### src/rtl/vuq_pkg.sv
// ----------------------------------------------------------------------------
// vuq_pkg
// Types and constants of the video-memory update queue.
// ----------------------------------------------------------------------------
package vuq_pkg;

  localparam logic [1:0] REQ_RAW   = 2'd0;
  localparam logic [1:0] REQ_TILE  = 2'd1;
  localparam logic [1:0] REQ_ATTR  = 2'd2;
  localparam logic [1:0] REQ_FLUSH = 2'd3;

  localparam logic KIND_WRITE = 1'b0;
  localparam logic KIND_FULL  = 1'b1;

  localparam logic [15:0] NT_BASE   = 16'h2000;
  localparam logic [15:0] ATTR_BASE = 16'h23C0;
  localparam logic [7:0]  PAL_MASK  = 8'h03;

  localparam int SHADOW_DEPTH = 256;
  localparam int SHADOW_AW    = 8;
  localparam int ENTRY_W      = 24;

  typedef struct packed {
    logic [1:0]  req_type;
    logic [15:0] target_addr;
    logic [7:0]  data_byte;
    logic [1:0]  table_sel;
    logic [4:0]  cell_x;
    logic [4:0]  cell_y;
    logic [1:0]  pal_index;
  } in_item_t;

  typedef struct packed {
    logic        result_kind;
    logic [15:0] write_addr;
    logic [7:0]  write_data;
    logic        last_flag;
  } out_item_t;

  typedef struct packed {
    logic cap;
    logic push_direct;
    logic push_attr;
    logic attr_rd;
    logic attr_wr;
    logic flush_rd;
    logic fl_adv;
    logic cnt_clr;
    logic out_load_data;
    logic out_load_full;
  } ctrl_cmd_t;

  typedef struct packed {
    logic full;
    logic empty;
    logic fl_last;
    logic out_free;
  } dp_stat_t;

endpackage

### src/rtl/vuq_ram.sv
// ----------------------------------------------------------------------------
// vuq_ram
// Generic single-write, single-read RAM with registered read data.
// ----------------------------------------------------------------------------
module vuq_ram #(
  parameter int WIDTH = 8,
  parameter int DEPTH = 16,
  parameter int AW    = (DEPTH > 1) ? $clog2(DEPTH) : 1
) (
  input  logic             clk,
  input  logic             we,
  input  logic [AW-1:0]    waddr,
  input  logic [WIDTH-1:0] wdata,
  input  logic             re,
  input  logic [AW-1:0]    raddr,
  output logic [WIDTH-1:0] rdata_r
);

  logic [WIDTH-1:0] mem [DEPTH];

  always_ff @(posedge clk) begin
    if (we) begin
      mem[waddr] <= wdata;
    end
    if (re) begin
      rdata_r <= mem[raddr];
    end
  end

endmodule

### src/rtl/vuq_ctrl.sv
// ----------------------------------------------------------------------------
// vuq_ctrl
// Sequencer: accepts requests, steps attribute updates and flush streaming.
// ----------------------------------------------------------------------------
module vuq_ctrl import vuq_pkg::*; (
  input  logic       clk,
  input  logic       rst_n,
  input  logic       in_valid,
  input  logic [1:0] req_type,
  input  dp_stat_t   stat,
  output logic       in_stall,
  output ctrl_cmd_t  cmd
);

  localparam logic [1:0] ST_IDLE = 2'd0;
  localparam logic [1:0] ST_ATTR = 2'd1;
  localparam logic [1:0] ST_FRD  = 2'd2;
  localparam logic [1:0] ST_FLD  = 2'd3;

  logic [1:0] state_r;
  logic [1:0] state_nxt;

  always_comb begin
    state_nxt = state_r;
    cmd       = '0;
    in_stall  = 1'b1;
    case (state_r)
      ST_IDLE: begin
        // hold a push that would be refused until the result register frees
        in_stall = (req_type != REQ_FLUSH) && stat.full && !stat.out_free;
        if (in_valid && !in_stall) begin
          case (req_type)
            REQ_FLUSH: begin
              if (!stat.empty) begin
                state_nxt = ST_FRD;
              end
            end
            default: begin
              if (stat.full) begin
                cmd.out_load_full = 1'b1;
              end else if (req_type == REQ_ATTR) begin
                cmd.cap     = 1'b1;
                cmd.attr_rd = 1'b1;
                state_nxt   = ST_ATTR;
              end else begin
                cmd.push_direct = 1'b1;
              end
            end
          endcase
        end
      end
      ST_ATTR: begin
        cmd.attr_wr   = 1'b1;
        cmd.push_attr = 1'b1;
        state_nxt     = ST_IDLE;
      end
      ST_FRD: begin
        cmd.flush_rd = 1'b1;
        state_nxt    = ST_FLD;
      end
      ST_FLD: begin
        if (stat.out_free) begin
          cmd.out_load_data = 1'b1;
          if (stat.fl_last) begin
            cmd.cnt_clr = 1'b1;
            state_nxt   = ST_IDLE;
          end else begin
            cmd.fl_adv = 1'b1;
            state_nxt  = ST_FRD;
          end
        end
      end
      default: begin
        state_nxt = ST_IDLE;
      end
    endcase
  end

  always_ff @(posedge clk) begin
    if (!rst_n) begin
      state_r <= ST_IDLE;
    end else begin
      state_r <= state_nxt;
    end
  end

endmodule

### src/rtl/vuq_dp.sv
// ----------------------------------------------------------------------------
// vuq_dp
// Datapath: write queue, shadow attribute store, address math, result register.
// ----------------------------------------------------------------------------
module vuq_dp import vuq_pkg::*; #(
  parameter int QUEUE_DEPTH = 24
) (
  input  logic      clk,
  input  logic      rst_n,
  input  in_item_t  in_item,
  input  ctrl_cmd_t cmd,
  output dp_stat_t  stat,
  input  logic      out_stall,
  output logic      out_valid,
  output out_item_t out_item
);

  localparam int AW = (QUEUE_DEPTH > 1) ? $clog2(QUEUE_DEPTH) : 1;
  localparam int CW = $clog2(QUEUE_DEPTH + 1);
  localparam logic [CW-1:0] DEPTH_C = CW'(QUEUE_DEPTH);

  logic [CW-1:0]          count_r;
  logic [CW-1:0]          count_nxt;
  logic [CW-1:0]          fl_r;
  logic [CW-1:0]          fl_nxt;
  in_item_t               req_r;
  logic [SHADOW_DEPTH-1:0] shv_r;
  logic                   sh_vld_r;
  logic                   out_valid_r;
  logic                   out_valid_nxt;
  out_item_t              out_item_r;
  out_item_t              out_item_nxt;

  logic [15:0]            tile_addr;
  logic [15:0]            direct_addr;
  logic [5:0]             attr_cell;
  logic [15:0]            attr_addr;
  logic [2:0]             shift;
  logic [7:0]             mask;
  logic [7:0]             old_byte;
  logic [7:0]             new_byte;
  logic [SHADOW_AW-1:0]   sh_raddr;
  logic [SHADOW_AW-1:0]   sh_waddr;
  logic [7:0]             sh_rdata;
  logic                   q_we;
  logic [ENTRY_W-1:0]     q_wdata;
  logic [ENTRY_W-1:0]     q_rdata;

  // Address math
  assign tile_addr = NT_BASE + {4'd0, in_item.table_sel, 10'd0}
                   + {6'd0, in_item.cell_y, 5'd0} + {11'd0, in_item.cell_x};
  assign direct_addr = (in_item.req_type == REQ_RAW) ? in_item.target_addr : tile_addr;

  assign attr_cell = {req_r.cell_y[4:2], req_r.cell_x[4:2]};
  assign attr_addr = ATTR_BASE + {4'd0, req_r.table_sel, 10'd0} + {10'd0, attr_cell};
  assign shift     = {req_r.cell_y[1], req_r.cell_x[1], 1'b0};
  assign mask      = PAL_MASK << shift;
  // an entry never written reads as zero
  assign old_byte  = sh_vld_r ? sh_rdata : 8'h00;
  assign new_byte  = (old_byte & ~mask) | ({6'd0, req_r.pal_index} << shift);

  assign sh_raddr = {in_item.table_sel, in_item.cell_y[4:2], in_item.cell_x[4:2]};
  assign sh_waddr = {req_r.table_sel, attr_cell};

  vuq_ram #(
    .WIDTH (8),
    .DEPTH (SHADOW_DEPTH)
  ) u_shadow (
    .clk     (clk),
    .we      (cmd.attr_wr),
    .waddr   (sh_waddr),
    .wdata   (new_byte),
    .re      (cmd.attr_rd),
    .raddr   (sh_raddr),
    .rdata_r (sh_rdata)
  );

  // Write queue
  assign q_we    = cmd.push_direct || cmd.push_attr;
  assign q_wdata = cmd.push_attr ? {attr_addr, new_byte} : {direct_addr, in_item.data_byte};

  vuq_ram #(
    .WIDTH (ENTRY_W),
    .DEPTH (QUEUE_DEPTH)
  ) u_queue (
    .clk     (clk),
    .we      (q_we),
    .waddr   (count_r[AW-1:0]),
    .wdata   (q_wdata),
    .re      (cmd.flush_rd),
    .raddr   (fl_r[AW-1:0]),
    .rdata_r (q_rdata)
  );

  always_comb begin
    count_nxt = count_r;
    fl_nxt    = fl_r;
    if (cmd.cnt_clr) begin
      count_nxt = '0;
      fl_nxt    = '0;
    end else begin
      if (q_we) begin
        count_nxt = count_r + CW'(1);
      end
      if (cmd.fl_adv) begin
        fl_nxt = fl_r + CW'(1);
      end
    end
  end

  assign stat.full     = (count_r >= DEPTH_C);
  assign stat.empty    = (count_r == '0);
  assign stat.fl_last  = ((fl_r + CW'(1)) == count_r);
  assign stat.out_free = !out_valid_r || !out_stall;

  // Result register
  always_comb begin
    out_valid_nxt = out_valid_r;
    out_item_nxt  = out_item_r;
    if (cmd.out_load_full) begin
      out_valid_nxt            = 1'b1;
      out_item_nxt.result_kind = KIND_FULL;
      out_item_nxt.write_addr  = '0;
      out_item_nxt.write_data  = '0;
      out_item_nxt.last_flag   = 1'b1;
    end else if (cmd.out_load_data) begin
      out_valid_nxt            = 1'b1;
      out_item_nxt.result_kind = KIND_WRITE;
      out_item_nxt.write_addr  = q_rdata[ENTRY_W-1:8];
      out_item_nxt.write_data  = q_rdata[7:0];
      out_item_nxt.last_flag   = stat.fl_last;
    end else if (!out_stall) begin
      out_valid_nxt = 1'b0;
    end
  end

  always_ff @(posedge clk) begin
    if (!rst_n) begin
      count_r     <= '0;
      fl_r        <= '0;
      shv_r       <= '0;
      out_valid_r <= 1'b0;
    end else begin
      count_r     <= count_nxt;
      fl_r        <= fl_nxt;
      out_valid_r <= out_valid_nxt;
      if (cmd.attr_wr) begin
        shv_r[sh_waddr] <= 1'b1;
      end
    end
  end

  always_ff @(posedge clk) begin
    out_item_r <= out_item_nxt;
    if (cmd.cap) begin
      req_r <= in_item;
    end
    if (cmd.attr_rd) begin
      sh_vld_r <= shv_r[sh_raddr];
    end
  end

  assign out_valid = out_valid_r;
  assign out_item  = out_item_r;

endmodule

### src/rtl/vram_update_queue_unit.sv
// ----------------------------------------------------------------------------
// vram_update_queue_unit
// Deferred video-memory write queue with a shadow attribute store.
// ----------------------------------------------------------------------------
// Usage:
//   Input channel in_valid/in_stall/in_item carries one request per transfer:
//   raw write, tile write, attribute write or flush. Result channel
//   out_valid/out_stall/out_item carries emitted writes and full refusals.
//   Raw and tile writes give no result. An attribute write first reads the
//   shadow store, then merges the palette field and queues the byte. A push
//   into a full queue gives one refusal result, visible the cycle after the
//   transfer. A flush of N queued writes streams N results (queue RAM
//   read, then load of the result register, which waits while a held
//   result is stalled); the last carries last_flag.
//   The input is stalled during attribute updates and flush streaming.
//   Reset empties the queue and marks every shadow attribute byte as zero
//   through per-entry valid bits; no clearing pass is needed.
//   While out_stall is high over a valid result the result register holds;
//   the flush waits and a push that would be refused is stalled, other pushes are still taken.
// ----------------------------------------------------------------------------
module vram_update_queue_unit import vuq_pkg::*; #(
  parameter int QUEUE_DEPTH = 24
) (
  input  logic      clk,
  input  logic      rst_n,
  input  logic      in_valid,
  output logic      in_stall,
  input  in_item_t  in_item,
  output logic      out_valid,
  input  logic      out_stall,
  output out_item_t out_item
);

  ctrl_cmd_t cmd;
  dp_stat_t  stat;

  vuq_ctrl u_ctrl (
    .clk      (clk),
    .rst_n    (rst_n),
    .in_valid (in_valid),
    .req_type (in_item.req_type),
    .stat     (stat),
    .in_stall (in_stall),
    .cmd      (cmd)
  );

  vuq_dp #(
    .QUEUE_DEPTH (QUEUE_DEPTH)
  ) u_dp (
    .clk       (clk),
    .rst_n     (rst_n),
    .in_item   (in_item),
    .cmd       (cmd),
    .stat      (stat),
    .out_stall (out_stall),
    .out_valid (out_valid),
    .out_item  (out_item)
  );

endmodule

### config.mk
export PLATFORM = sky130hd
export DESIGN_NAME = vram_update_queue_unit
export DESIGN_NICKNAME = d
export VERILOG_FILES = /design/src/rtl/vuq_pkg.sv /design/src/rtl/vuq_ram.sv /design/src/rtl/vuq_ctrl.sv /design/src/rtl/vuq_dp.sv /design/src/rtl/vram_update_queue_unit.sv
export SDC_FILE = /design/constraint.sdc
export NUM_CORES = 2
export LEC_CHECK = 0
export ABC_CLOCK_PERIOD_IN_PS = 25500
export BUFFER_PORTS_ARGS = -buffer_cell sky130_fd_sc_hd__buf_2
export CORE_MARGIN = 4
export CORE_UTILIZATION = 50
export CTS_CLUSTER_DIAMETER = 50
export CTS_CLUSTER_SIZE = 16
export DETAILED_ROUTE_END_ITERATION = 8
export GPL_TIMING_DRIVEN = 0
export PLACE_DENSITY = 0.65
export SYNTH_ARGS = -nofsm -noshare
export SYNTH_HDL_FRONTEND = slang
export SYNTH_HIERARCHICAL = 1
export SYNTH_SLANG_ARGS = --single-unit
### constraint.sdc
create_clock -name clk -period 25.5 [get_ports clk]
set_input_delay 3.825 -clock clk [delete_from_list [all_inputs] [get_ports clk]]
set_output_delay 3.825 -clock clk [all_outputs]
set_load 0.03 [all_outputs]
# Word-level counts from Yosys, hierarchy flattened

Memories as Yosys holds them, arrays and structs flattened. A register that Yosys moved wholly into a read port is not among the register bits.
Index checks and enable logic that the tools add are counted.

Bits in registers: 310
Bits in latches: 0
RAM bits: 2624
Bits in read-only memories: 0
Input bits: 44
Logic and storage cells: 105
Memories kept: 2

Memories:

| memory            | words | width | read ports | clocked after Yosys merged registers in | wr ports | RTL line      | RTL |
|---|---|---|---|---|---|---|---|
| u_dp.u_shadow.mem | 256   | 8     | 1          | 1                                       | 1        | vuq_ram.sv:19 | `logic [WIDTH-1:0] mem [DEPTH];` |
| u_dp.u_queue.mem  | 24    | 24    | 1          | 1                                       | 1        | vuq_ram.sv:19 |  |

Add/sub/neg operators: 7
$mul: 0
Div/mod/pow operators: 0
Magnitude comparators: 4
Equality and inequality tests: 13
Shift operators: 2
Mux-type cells: 43
Bitwise logic cells: 5
Reductions and logical operators: 15

Operators with widths:

| operator                                                    | number |
|---|---|
| bitwise OR 256 bit                                          | 1 |
| adder 14 x 12 -> 15 bit (first input constant)              | 2 |
| 2-to-1 mux 1 bit                                            | 24 |
| 2-to-1 mux 24 bit                                           | 1 |
| 2-to-1 mux 2 bit                                            | 11 |
| less-than comparator 8 x 9 -> 1 bit (second input constant) | 2 |
| adder 16 x 10 -> 16 bit                                     | 1 |
| adder 16 x 5 -> 16 bit                                      | 1 |
| adder 16 x 6 -> 16 bit                                      | 1 |
| 2-to-1 mux 16 bit                                           | 1 |
| adder 5 x 1 -> 5 bit (second input constant)                | 2 |
| AND 8 bit                                                   | 1 |
| binary-select mux 1 bit (select 8 bit)                      | 1 |
| demux 1 bit (select 8 bit)                                  | 1 |
| equality test 2 bit (second input constant)                 | 4 |
| >= comparator 8 x 1 -> 1 bit (second input constant)        | 1 |
| 2-to-1 mux 8 bit                                            | 1 |
| NOT 8 bit                                                   | 1 |
| bitwise OR 8 bit                                            | 1 |
| case mux 2 bit (4 select lines)                             | 1 |
| << shifter 2 x 3 -> 8 bit                                   | 1 |
| << shifter 2 x 3 -> 8 bit (first input constant)            | 1 |
| 2-to-1 mux 3 bit                                            | 2 |
| != test 3 bit (second input constant)                       | 2 |
| 15 further kinds                                            | 24 |

# Longest topological paths before layout

Depth after elaboration: 11
Gate-level depth with buffers: 11
Mapped depth without buffers: 9

# Hierarchy

Netlist, hierarchy kept.

By module, submodules not included:

| module                  | instances | cells an instance | area each (µm²) | sequential area each (µm²) |
|---|---|---|---|---|
| vuq_ram (u_dp.u_shadow) | 1         | 3733              | 79636.4         | 61739.2 |
| vuq_ram (u_dp.u_queue)  | 1         | 1065              | 22985.8         | 18017.3 |
| vuq_dp                  | 1         | 1314              | 13075.0         | 6256.0 |
| vuq_ctrl                | 1         | 25                | 214.0           | 40.0 |

# Worst setup path before layout

No wires, ideal clock.

Kind: register -> register
Start: register u_dp/req_r[8] (netlist bit)
End: memory u_dp.u_shadow.mem[0][2], data pin
Setup time: 2194 ps
Arrival time: 10574 ps
Required time: 23306 ps
Slack: 12732 ps
Cell stages (with the launch flop): 3
Clock period less this slack: 12768 ps
Cells stage by stage: edfxtp_1 nor2b_1 o21ai_0

Longest elaborated chain between the ends: 4
Elaborated cells between the ends (all ways): 5

RTL lines:

| item                      | RTL line      | RTL |
|---|---|---|
| start: declaration        | vuq_dp.sv:26  | `in_item_t req_r;` |
| start signal: assignment  | vuq_dp.sv:156 | `req_r <= in_item;` |
| << shifter 2 x 3 -> 8 bit | vuq_dp.sv:57  | `assign mask = PAL_MASK << shift;` |
| NOT 8 bit                 | vuq_dp.sv:60  | `assign new_byte = (old_byte & ~mask) \| ({6'd0, req_r.pal_index} << shift);` |
| AND 8 bit                 | vuq_dp.sv:60  |  |
| bitwise OR 8 bit (*)      | vuq_dp.sv:60  |  |
| net u_dp.new_byte[2]      | vuq_dp.sv:41  | `logic [7:0] new_byte;` |
| end: declaration          | vuq_ram.sv:19 |  |

The timed path passes the listed nets; every way through them passes the cells marked *.

# Worst setup path after layout

Start: input port in_item[39] (netlist bit)
End: output port in_stall

Longest elaborated chain between the ends: 4

RTL lines:

| item                            | RTL line                     | RTL |
|---|---|---|
| start: declaration              | vram_update_queue_unit.sv:28 | `input in_item_t in_item,` |
| != test 2 bit                   | vuq_ctrl.sv:30               | `in_stall = (req_type != REQ_FLUSH) && stat.full && !stat.out_free;` |
| logical AND 1 bit (2 in series) | vuq_ctrl.sv:30               |  |
| 2-to-1 mux 1 bit                | vuq_ctrl.sv:27               | `case (state_r)` |
| end: declaration                | vram_update_queue_unit.sv:27 | `output logic in_stall,` |

Every way passes these cells.

==> metrics <==
top-area cell type share of the netlist area 69.1%; Synth Instances slightly above 6000; antenna violations before repair 19; syn_nets 6184; Starting DRT DRC Count 9547; Final min period ~8.5 ns; global routing met1 resource utilization 39.5%; P&R area growth vs syn 13.6%; cells taking the most area after synthesis sky130_fd_sc_hd__edfxtp_1, sky130_fd_sc_hd__mux4_2, sky130_fd_sc_hd__dfxtp_1; TritonCTS clock tree yes; total setup violations reported at the end of the flow 0; overall die area 0.240 mm²; number of I/O port buffers 71; final wirelength 338000 µm; outcome finished, violations left; share of flip-flops with an asynchronous set or reset after synthesis 0%; count of flip-flops with a built-in enable after synthesis 2669; total CTS buffers 300; maximum buffer depth of the clock tree 4; post-route cell area about 0.13 mm²; die width 489 µm; minimum setup slack after placement 16.32 ns; Final Hold Viols 0; CP Data Arrival Time 4.63 ns; routed vias/inst 6.55; area post-placement 0.122 mm²; number of max-slew violations in the final report 17; leading cell type in the layout, fill and taps excluded sky130_fd_sc_hd__edfxtp_1; nature of the critical path startpoint input pin; setup repair after global routing missed its margin no; biggest fanout along the worst timing path 5; number of top-level pins 72; post-synthesis register bit count approximately 3000; leakage power 41.0 nW; clock sink count 2964; Synth Warn # 6; number of distinct library cells after synthesis 74; number of search-and-repair iterations in the first detailed-routing pass 6; clock input transition at the sequential cells of the worst setup and hold paths 0.06 ns; worst hold-check slack approximately 0.46 ns; endpoint with the worst hold slack u_dp/out_item[25]; cell repeated most along the worst path sky130_fd_sc_hd__buf_2; Hold/Removal Path Class register to register; total standard cell area after synthesis about 0.12 mm²; critical-path cell with the highest stage delay sky130_fd_sc_hd__a311o_2; maximum operating frequency 118 MHz; core occupancy in the finished layout 57.1%; Starting Density 50.3%; share of final-layout standard cells stronger than drive strength 1 roughly 22%; number of buffers inserted by post-CTS setup repair 0; maximum cell stage delay along the critical path 0.39 ns; largest clock skew in the final design 0.0685 ns; Power, Total 10.2 mW; startpoint of the tightest hold check path u_dp/out_item[25]; number of instances resized during post-cts repair 0; Synth Flop Type sky130_fd_sc_hd__edfxtp_1; via count of the first global-routing pass 62300; DR WL/cell 34.4 µm; reg-to-reg setup timing slack 20.61 ns; cell taking the most area after synthesis sky130_fd_sc_hd__edfxtp_1; insertion delay of the later-clocked pin in the worst-skew pair 0.94 ns; core area between 0.2 and 0.25 mm²; Power Density 77.5 mW/mm²; busiest metal layer after global routing met2; startpoint of the lowest-slack register-to-register path u_ctrl/state_r[0]; Worst Max-Slew Pin Slew 1.78 ns; sequential fraction of the synthesis area 74.2%; global-route met3 utilization 7.67%; IR Drop Worst-Case VDD 0.0745 mV; cell depth of the worst min-delay path 1; H-tree lvl count 5; CP cell instances buf_2 -> nand2_1 -> a311o_2 -> buf_2; violations in the final reports capacitance limit, slew limit; global placer's final weighted congestion around 0.91; period utilization 33.1%; data required time at the worst endpoint roughly 22 ns; # nets final 6633; pin count of the biggest net entering global routing 93; crit path kind input pin to primary output; gr usage total 28.2%; Mapped Avg Cell Area 18.9 µm²; wire length of the first global-routing pass ~470000 µm; hold_buf cts 0; total number of vias 64400; Cell Rows 176; worst slew slack as a fraction of its limit -20.0%; number of design rule violations left after detail routing 0; grt ovf 0; sort of element at the end of the critical path primary output; most used cells in the layout excluding fill and tap cells sky130_fd_sc_hd__edfxtp_1, sky130_fd_sc_hd__mux4_2, sky130_fd_sc_hd__nor2_1; Die Y just under 500 µm; root buffer cell sky130_fd_sc_hd__clkbuf_16; final setup margin 17.05 ns; number of nets with antenna violations after detailed routing 0; number of max-cap violations 4; met2 Use GR a little over two fifths; end of the worst register-to-register path u_dp/u_shadow/mem[97][0]; depth of the most critical reg-to-reg path 7; Detail Placement HPWL 230000 µm
[layer usage]
metal	share of wire (%)	vias up
met3	12	758
met5	0.025	-
met1	38	33800
met4	4.7	12
li1	-	25800
met2	45	4021
[worst max-delay path by stage]
stage	cells after the start	slack (ns)	endpoint	start
floorplan	2	12.73	u_dp/u_shadow/mem[0][2]	u_dp/req_r[8]
global placement	3	-1.01	u_dp/u_shadow/mem[122][2]	u_dp/sh_vld_r
detailed placement	9	16.32	u_dp/u_shadow/rdata_r[7]	in_item[5]
CTS	5	17.05	in_stall	out_stall
global route	5	17.00	in_stall	out_stall
finish	4	17.05	in_stall	in_item[39]
[kinds of logic after synthesis]
kind of cell	synth area share [%]
compound gates	4.67
xor+xnor	0.113
fa+ha+maj	0.0324
buf+inv	2.05
flops	74.2
mux	14.6
simple gates	4.28
[flip-flops by register name, summed over array words and instances, names as in the netlist]
register and cells:
u_dp/u_queue/mem 576, u_dp/out_item 26, u_dp/u_shadow/rdata_r 8, u_dp/sh_vld_r 1
u_dp/u_shadow/mem 2048, u_dp/shv_r 256, u_dp/u_queue/rdata_r 24, u_dp/req_r 6
u_dp/out_valid 1, u_dp/attr_cell 6, u_dp/fl_r 5, u_dp/count_r 5
u_ctrl/state_r 2
[per-stage QoR]
stage / setup TNS (ns) / cells
after floorplan: 0 / 6137
after global placement: -335.35 / 9234
after detailed placement: 0 / 9309
after CTS: 0 / 9815
after global routing: 0 / 9817
final: 0 / 9822
[cells in the mapped netlist (all sizes together) (11+ instances only)]
library cell and instances:
mux4 616, a2bb2oi 24, nor2 430, nand4 18, clkbuf 223, o21a 63
edfxtp 2669, nor3 35, dfxtp 295, mux2i 294, a22oi 173, o22ai 31
nand2 105, a211oi 17, buf 182, o311ai 25, and2 21, a221oi 19
nand3 70, mux2 11, a21oi 297, a22o 12, o21ai 27, o211ai 35
nor2b 242, nor4 31, o221ai 47, nand2b 22
[critical path, delay by kind of cell]
family                 cells  cell delay [ns]
AOI/OAI and AO/OA          1             0.39
buffers and inverters      2             0.31
and+or+nand+nor            1             0.10
[layout make-up]
class,instances,area [µm²]
fill,17200,98700
sequential,2964,86100
multi-input combinational,2758,27800
clock buffer,325,7750
tap,3026,3790
buffer,405,2360
clock inverter,181,1930
timing repair buffer,147,1900
inverter,10,37.5
antenna,6,15.0
[where the power goes]
group          internal [mW]  total (mW)  switching (mW)
Sequential              5.30        5.31         0.00682
Clock                   2.47        4.38            1.91
Combinational          0.161       0.515           0.354
Total                   7.93        10.2            2.27
Power figures use the tool's default switching activity.
